File: src/fppa_pkg.sv
`timescale 1ns / 1ps
`default_nettype none
// ----------------------------------------------------------------------------
// fppa_pkg: shared types and constants for the flow priority pipe arbiter.
// Holds the status codes, the queue key layout and the sequencer states.
// ----------------------------------------------------------------------------
package fppa_pkg;

    localparam int QueueDepthDefault = 64;
    localparam int KeyW = 48;

    typedef enum logic [2:0] {
        ST_GRANTED  = 3'd0,
        ST_QUEUED   = 3'd1,
        ST_HANDED   = 3'd2,
        ST_IDLE_NOW = 3'd3,
        ST_DROPPED  = 3'd4,
        ST_BAD_REL  = 3'd5
    } t_status;

    typedef enum logic [2:0] {
        S_IDLE,
        S_INS_RD,
        S_INS_CMP,
        S_REL_RD,
        S_REL_MV,
        S_OUT
    } t_state;

endpackage
`default_nettype wire

File: src/flow_priority_pipe_arbiter.sv
`timescale 1ns / 1ps
`default_nettype none
// ----------------------------------------------------------------------------
// flow_priority_pipe_arbiter: sorted wait queue arbiter for one shared pipe.
// Requests take the free pipe or join a queue kept best-first in one RAM.
// ----------------------------------------------------------------------------
// Usage: one input channel (i_valid / o_stall) carries requests (kind 0) and
// releases (kind 1); one output channel (o_valid / i_stall) returns exactly
// one status transfer per input transfer. One item is worked at a time.
// A grant, drop, bad or idle release goes straight to the output state
// S_OUT. A queued request walks the queue from its tail, reading one entry
// in S_INS_RD and, in S_INS_CMP, moving it down one slot while its key is
// larger than the new one, until its place is found. A handoff reads the head
// and then moves every waiting entry up one slot, alternating S_REL_RD and
// S_REL_MV; each move waits for the registered RAM read.
// Reset clears the pipe state and the queue count; the RAM itself is not
// cleared. While the receiver stalls, the result is held in the output
// register and no new item is accepted.
// ----------------------------------------------------------------------------
module flow_priority_pipe_arbiter #(
    parameter int QUEUE_DEPTH = fppa_pkg::QueueDepthDefault
) (
    input  wire         i_clk,
    input  wire         i_rst_n,
    input  wire         i_valid,
    output logic        o_stall,
    input  wire         i_kind,
    input  wire  [7:0]  i_flow_id,
    input  wire  [7:0]  i_flow_priority,
    input  wire  [15:0] i_arrival_tenths,
    input  wire  [15:0] i_transmit_tenths,
    output logic        o_valid,
    input  wire         i_stall,
    output logic [2:0]  o_status,
    output logic [7:0]  o_grant_id,
    output logic [7:0]  o_holder_id,
    output logic [6:0]  o_waiting_count
);
    import fppa_pkg::*;

    localparam int AW = $clog2(QUEUE_DEPTH);
    localparam int CW = $clog2(QUEUE_DEPTH + 1);

    logic [KeyW-1:0] r_mem [QUEUE_DEPTH];
    logic [KeyW-1:0] r_rdata;

    t_state r_state, n_state;
    logic          r_busy, n_busy;
    logic [7:0]    r_holder, n_holder;
    logic [CW-1:0] r_len, n_len;
    logic [CW-1:0] r_ptr, n_ptr;
    logic [KeyW-1:0] r_key, n_key;
    logic [2:0]    r_status, n_status;
    logic [7:0]    r_grant, n_grant;

    logic          we;
    logic [AW-1:0] waddr, raddr;
    logic [KeyW-1:0] wdata;
    logic          re;

    always_ff @(posedge i_clk) begin
        if (we) begin
            r_mem[waddr] <= wdata;
        end
        if (re) begin
            r_rdata <= r_mem[raddr];
        end
    end

    always_ff @(posedge i_clk) begin
        if (!i_rst_n) begin
            r_state  <= S_IDLE;
            r_busy   <= 1'b0;
            r_holder <= '0;
            r_len    <= '0;
        end else begin
            r_state  <= n_state;
            r_busy   <= n_busy;
            r_holder <= n_holder;
            r_len    <= n_len;
        end
        r_ptr    <= n_ptr;
        r_key    <= n_key;
        r_status <= n_status;
        r_grant  <= n_grant;
    end

    always_comb begin
        n_state  = r_state;
        n_busy   = r_busy;
        n_holder = r_holder;
        n_len    = r_len;
        n_ptr    = r_ptr;
        n_key    = r_key;
        n_status = r_status;
        n_grant  = r_grant;
        we    = 1'b0;
        waddr = '0;
        wdata = r_key;
        re    = 1'b0;
        raddr = '0;
        unique case (r_state)
            S_IDLE: begin
                if (i_valid) begin
                    n_grant = '0;
                    n_state = S_OUT;
                    if (!i_kind) begin
                        if (!r_busy) begin
                            n_busy   = 1'b1;
                            n_holder = i_flow_id;
                            n_grant  = i_flow_id;
                            n_status = ST_GRANTED;
                        end else if (r_len >= CW'(QUEUE_DEPTH)) begin
                            n_status = ST_DROPPED;
                        end else begin
                            n_key = {i_flow_priority, i_arrival_tenths,
                                     i_transmit_tenths, i_flow_id};
                            n_ptr = r_len;
                            n_status = ST_QUEUED;
                            n_state  = S_INS_RD;
                        end
                    end else if (!r_busy) begin
                        n_status = ST_BAD_REL;
                    end else if (r_len == '0) begin
                        n_busy   = 1'b0;
                        n_holder = '0;
                        n_status = ST_IDLE_NOW;
                    end else begin
                        re    = 1'b1;
                        raddr = '0;
                        n_ptr = CW'(1);
                        n_status = ST_HANDED;
                        n_state  = S_REL_RD;
                    end
                end
            end
            // r_ptr is the free slot; compare the entry just below it.
            S_INS_RD: begin
                if (r_ptr == '0) begin
                    we    = 1'b1;
                    waddr = AW'(r_ptr);
                    wdata = r_key;
                    n_len = r_len + CW'(1);
                    n_state = S_OUT;
                end else begin
                    re    = 1'b1;
                    raddr = AW'(r_ptr - CW'(1));
                    n_state = S_INS_CMP;
                end
            end
            S_INS_CMP: begin
                we    = 1'b1;
                waddr = AW'(r_ptr);
                if (r_rdata <= r_key) begin
                    wdata = r_key;
                    n_len = r_len + CW'(1);
                    n_state = S_OUT;
                end else begin
                    wdata = r_rdata;
                    n_ptr = r_ptr - CW'(1);
                    n_state = S_INS_RD;
                end
            end
            S_REL_RD: begin
                // First pass: r_rdata holds the head; later: entry r_ptr-1.
                if (r_ptr == CW'(1)) begin
                    n_holder = r_rdata[7:0];
                    n_grant  = r_rdata[7:0];
                end else begin
                    we    = 1'b1;
                    waddr = AW'(r_ptr - CW'(2));
                    wdata = r_rdata;
                end
                if (r_ptr >= r_len) begin
                    n_len   = r_len - CW'(1);
                    n_state = S_OUT;
                end else begin
                    re    = 1'b1;
                    raddr = AW'(r_ptr);
                    n_ptr = r_ptr + CW'(1);
                    n_state = S_REL_MV;
                end
            end
            S_REL_MV: begin
                n_state = S_REL_RD;
            end
            S_OUT: begin
                if (!i_stall) begin
                    n_state = S_IDLE;
                end
            end
            default: n_state = S_IDLE;
        endcase
    end

    assign o_stall         = (r_state != S_IDLE);
    assign o_valid         = (r_state == S_OUT);
    assign o_status        = r_status;
    assign o_grant_id      = r_grant;
    assign o_holder_id     = r_busy ? r_holder : 8'd0;
    assign o_waiting_count = 7'(r_len);

endmodule
`default_nettype wire

File: config.mk
export PLATFORM = sky130hd
export DESIGN_NAME = flow_priority_pipe_arbiter
export DESIGN_NICKNAME = d
export VERILOG_FILES = /design/src/fppa_pkg.sv /design/src/flow_priority_pipe_arbiter.sv
export SDC_FILE = /design/constraint.sdc
export NUM_CORES = 2
export LEC_CHECK = 0
export BUFFER_PORTS_ARGS = -buffer_cell sky130_fd_sc_hd__buf_2
export CORE_MARGIN = 2
export CORE_UTILIZATION = 43
export DETAILED_ROUTE_END_ITERATION = 8
export GPL_TIMING_DRIVEN = 0
export PLACE_DENSITY = 0.66
export SYNTH_ARGS = -nofsm -noshare
export SYNTH_HDL_FRONTEND = slang
export SYNTH_SLANG_ARGS = --single-unit
File: constraint.sdc
create_clock -name i_clk -period 13 [get_ports i_clk]
set_input_delay 0 -clock i_clk [delete_from_list [all_inputs] [get_ports i_clk]]
set_output_delay 0 -clock i_clk [all_outputs]
set_load 0.03 [all_outputs]
==> results by group <==
Yosys
  – Register area share after synthesis: 0.780
  – Mapped Nets: 5696
  – Largest area contributor in the netlist: edfxtp_1
  – Largest cells by area after synthesis: edfxtp_1, mux4_2, a22oi_1, a21oi_1, ha_1
  – Avg Inst Size Synth: 22.1 sq um
  – Ys async rst share: 0
  – Synthesized instance count: 5575
  – Yosys cell types: 67
  – Mapped Area: 123000 sq um
  – Top_reg_cell synth: edfxtp_1
  – Post-synth EDFFs: 3186
  – Syn. warnings: 0
  – Synth Register Bits: 3205
  – Yosys top cell area share: 0.777

Clock tree
  – TritonCTS clock tree: built
  – # H-tree levels: 5
  – CTS sink cnt: 3205
  – CTS root buffer: clkbuf_16
  – Post-CTS Resized: 0
  – TritonCTS Buffers: 321
  – Hold-fix buffers at CTS: 103
  – Clock Latency Late Sink: 0.89 ns
  – Clock slew at reported path FFs: 0.06 ns
  – Max Root-Sink Buffers: 4
  – Postcts setup bufs: 0

Timing
  – Fin. Hold Viols: 0
  – Slew @ Worst Pin: 1.60 ns
  – Final setup TNS: 0 ns
  – Max-slew headroom: -0.0637
  – Final setup viols: 0
  – RSZ-0062 raised after global routing: false
  – Final WS setup: 5.63 ns
  – Layout Skew: 0.0650 ns
  – Fin. max-slew vios: 44
  – Tcrit/Tclk final: 0.567
  – Max Freq: 0.136 GHz
  – Min cycle time layout: 7.37 ns

Place
  – IO buf count: 78
  – Dpl hpwl: 259000 um
  – GP Congestion: 0.857
  – Place WS: 6.02 ns

Min path
  – Worst hold-check path type: input pin to flop

Die
  – Initial Util: 0.432
  – Die X: 539 um
  – Core region area: 285000 sq um
  – Die height: 539 um
  – # IOs: 81
  – Standard-cell rows: 196
  – Die footprint: 291000 sq um

Setup path
  – CP max stage delay: 1.08 ns
  – Worst setup EP type: flop
  – Critical Path Most Common Cell: a21oi_1
  – CP Launch Type: flop
  – Worst Setup Path Type: flop to flop
  – Worst path bufs/invs: 5
  – Worst endpoint data arrival time: 8.05 ns
  – Crit Path Max Fanout: 37
  – Worst path cell trace: inv_1, ha_1, a21o_1, a21o_1, a211o_1, o211ai_1, a21oi_1, o21ai_0, a21oi_1, a21oi_1, buf_2, buf_2, buf_12, mux2i_4, buf_16
  – Critical-path top delay cell: o21ai_0
  – Required time of the critical path: 13.68 ns
  – Cell family with most CP delay: compound AO/OA/AOI/OAI gates

Power
  – P_leak: 45.5 nW
  – Tot Pwr: 28.7 mW
  – Pwr dens: 198 nW/um^2
  – Worst VDD drop: 143 uV

Finish
  – Commonest non-fill, non-tap cell in the layout: edfxtp_1
  – Multi-input logic area: 26500 sq um
  – Storage cell area: 96100 sq um
  – Layout cells sized above 1: 0.269
  – Fillers: 22000
  – Area delta synth->final: 17.8%
  – Nets@finish: 6409
  – Most frequent cells in the layout: edfxtp_1, mux4_2, a22oi_1, clkbuf_16, a21oi_1

GRT
  – Initial antenna violation count: 12
  – Largest net degree at the start of global routing: 65
  – Vias in the first global route: 64300
  – GR Overflow Total: 0
  – Tot GR Track Use: 0.263
  – First-pass GRT wire length: 525000 um

Status
  – Status: finished, violations left
  – Failing checks: max-capacitance violations, max-slew violations

Detailed routing
  – Post-Route WL: 390000 um
  – Number of remaining DRC errors: 0
  – WL/cell: 37.8 um
  – Via count: 67400
  – DR iter-0 viols: 12800
  – Post-route ant nets: 0
  – DRT Pass-1 Iters: 7
  – Via density: 6.54

Job
  – Max cap viols: 4
## final timing paths
kind              slack, ns                startpoint  cells after the start                       end
setup / recovery       5.63        r_key[9]$_DFFE_PP_                     15    r_mem[54][4]$_DFFE_PP_
setup reg to reg       5.63        r_key[9]$_DFFE_PP_                     15    r_mem[54][4]$_DFFE_PP_
hold reg to reg        0.50  r_holder[3]$_SDFFE_PN0P_                      1  r_holder[3]$_SDFFE_PN0P_
hold / removal          0.1              i_flow_id[3]                      4   o_grant_id[3]$_DFFE_PP_
## metal layers
metal	vias up	routed length [um]	track usage
li1	25300	-	-
met1	35500	143000	0.367
met2	5697	172000	0.386
met3	958	56900	0.0809
met4	4	18500	0.107
met5	-	23	0
## cell type report
type	instances	area share
diodes	15	0.000259
plain buffers	308	0.00978
clock buffers	378	0.0579
clock inverters	192	0.0122
inverters	64	0.00166
multi-input cells	1998	0.183
flip-flops and latches	3205	0.662
well taps	3762	0.0324
repair buffers	390	0.0410
## cells in the mapped netlist (all sizes together) (3+ instances only)
library cell  count
mux2              4
nand3            19
and2             15
and3              6
o22ai             8
a21boi           10
xor2              7
nor2b            10
a21o             26
nand2           118
o221ai            7
buf             119
xnor2             8
nor3             11
nor2             92
nand2b           11
or4              49
and4              3
a22o              4
nor4              6
or2               3
o31ai             3
a211oi            6
o211a            10
mux2i            52
ha               67
inv              63
edfxtp         3186
a22oi           378
a211o             3
a31oi             3
o21ai            26
mux4            763
a21oi           226
dfxtp            19
clkbuf          189
o21a              3
nand4            15
## registers in the layout, indices dropped and copies added (netlist names)
| register | cells |
|---|---|
| r_busy | 1 |
| r_holder | 8 |
| r_mem | 3072 |
| r_key | 48 |
| r_rdata | 48 |
| r_ptr | 7 |
| o_status | 3 |
| o_grant_id | 8 |
| o_waiting_count | 7 |
| r_state | 3 |
## cell families after synthesis
kind of cell,count (synthesis),share of synthesized area
multiplexers,819,0.144
AND/OR/NAND/NOR,366,0.0147
XOR/XNOR,15,0.00107
buffers and inverters,372,0.0131
AO/OA/AOI/OAI,730,0.0399
flip-flops,3205,0.780
adder cells (fa/ha/maj),68,0.00697
## worst register-to-register path: stages (launching register included)
cell and delay, ns:
edfxtp_1 0.63, inv_1 0.18, ha_1 0.32, a21o_1 0.16, a21o_1 0.18, a211o_1 0.29, o211ai_1 0.10, a21oi_1 0.19
o21ai_0 1.08, a21oi_1 0.34, a21oi_1 0.62, buf_2 0.96, buf_2 0.47, buf_12 0.26, mux2i_4 1.10, buf_16 0.27
## power by group
| group | total (mW) | switching, mW | leakage [nW] | internal, mW |
|---|---|---|---|---|
| Sequential | 12.2 | 0.130 | 28.9 | 12.1 |
| Clock | 9.15 | 3.93 | 4.99 | 5.22 |
| Combinational | 7.37 | 4.81 | 11.6 | 2.56 |
## metrics by stage
| step | utilization | instance area (sq um) | hold slack, ns | instances |
|---|---|---|---|---|
| after global routing | 0.509 | 145000 | 0.123 | 10300 |
| after global placement | 0.450 | 128000 | 0.177 | 9415 |
| after detailed placement | 0.470 | 134000 | 0.178 | 9624 |
| final | 0.509 | 145000 | 0.0981 | 10300 |
| after CTS | 0.509 | 145000 | 0.0636 | 10300 |
| after floorplan | - | 123000 | 0.0989 | 5575 |
Power figures use the tool's default switching activity.
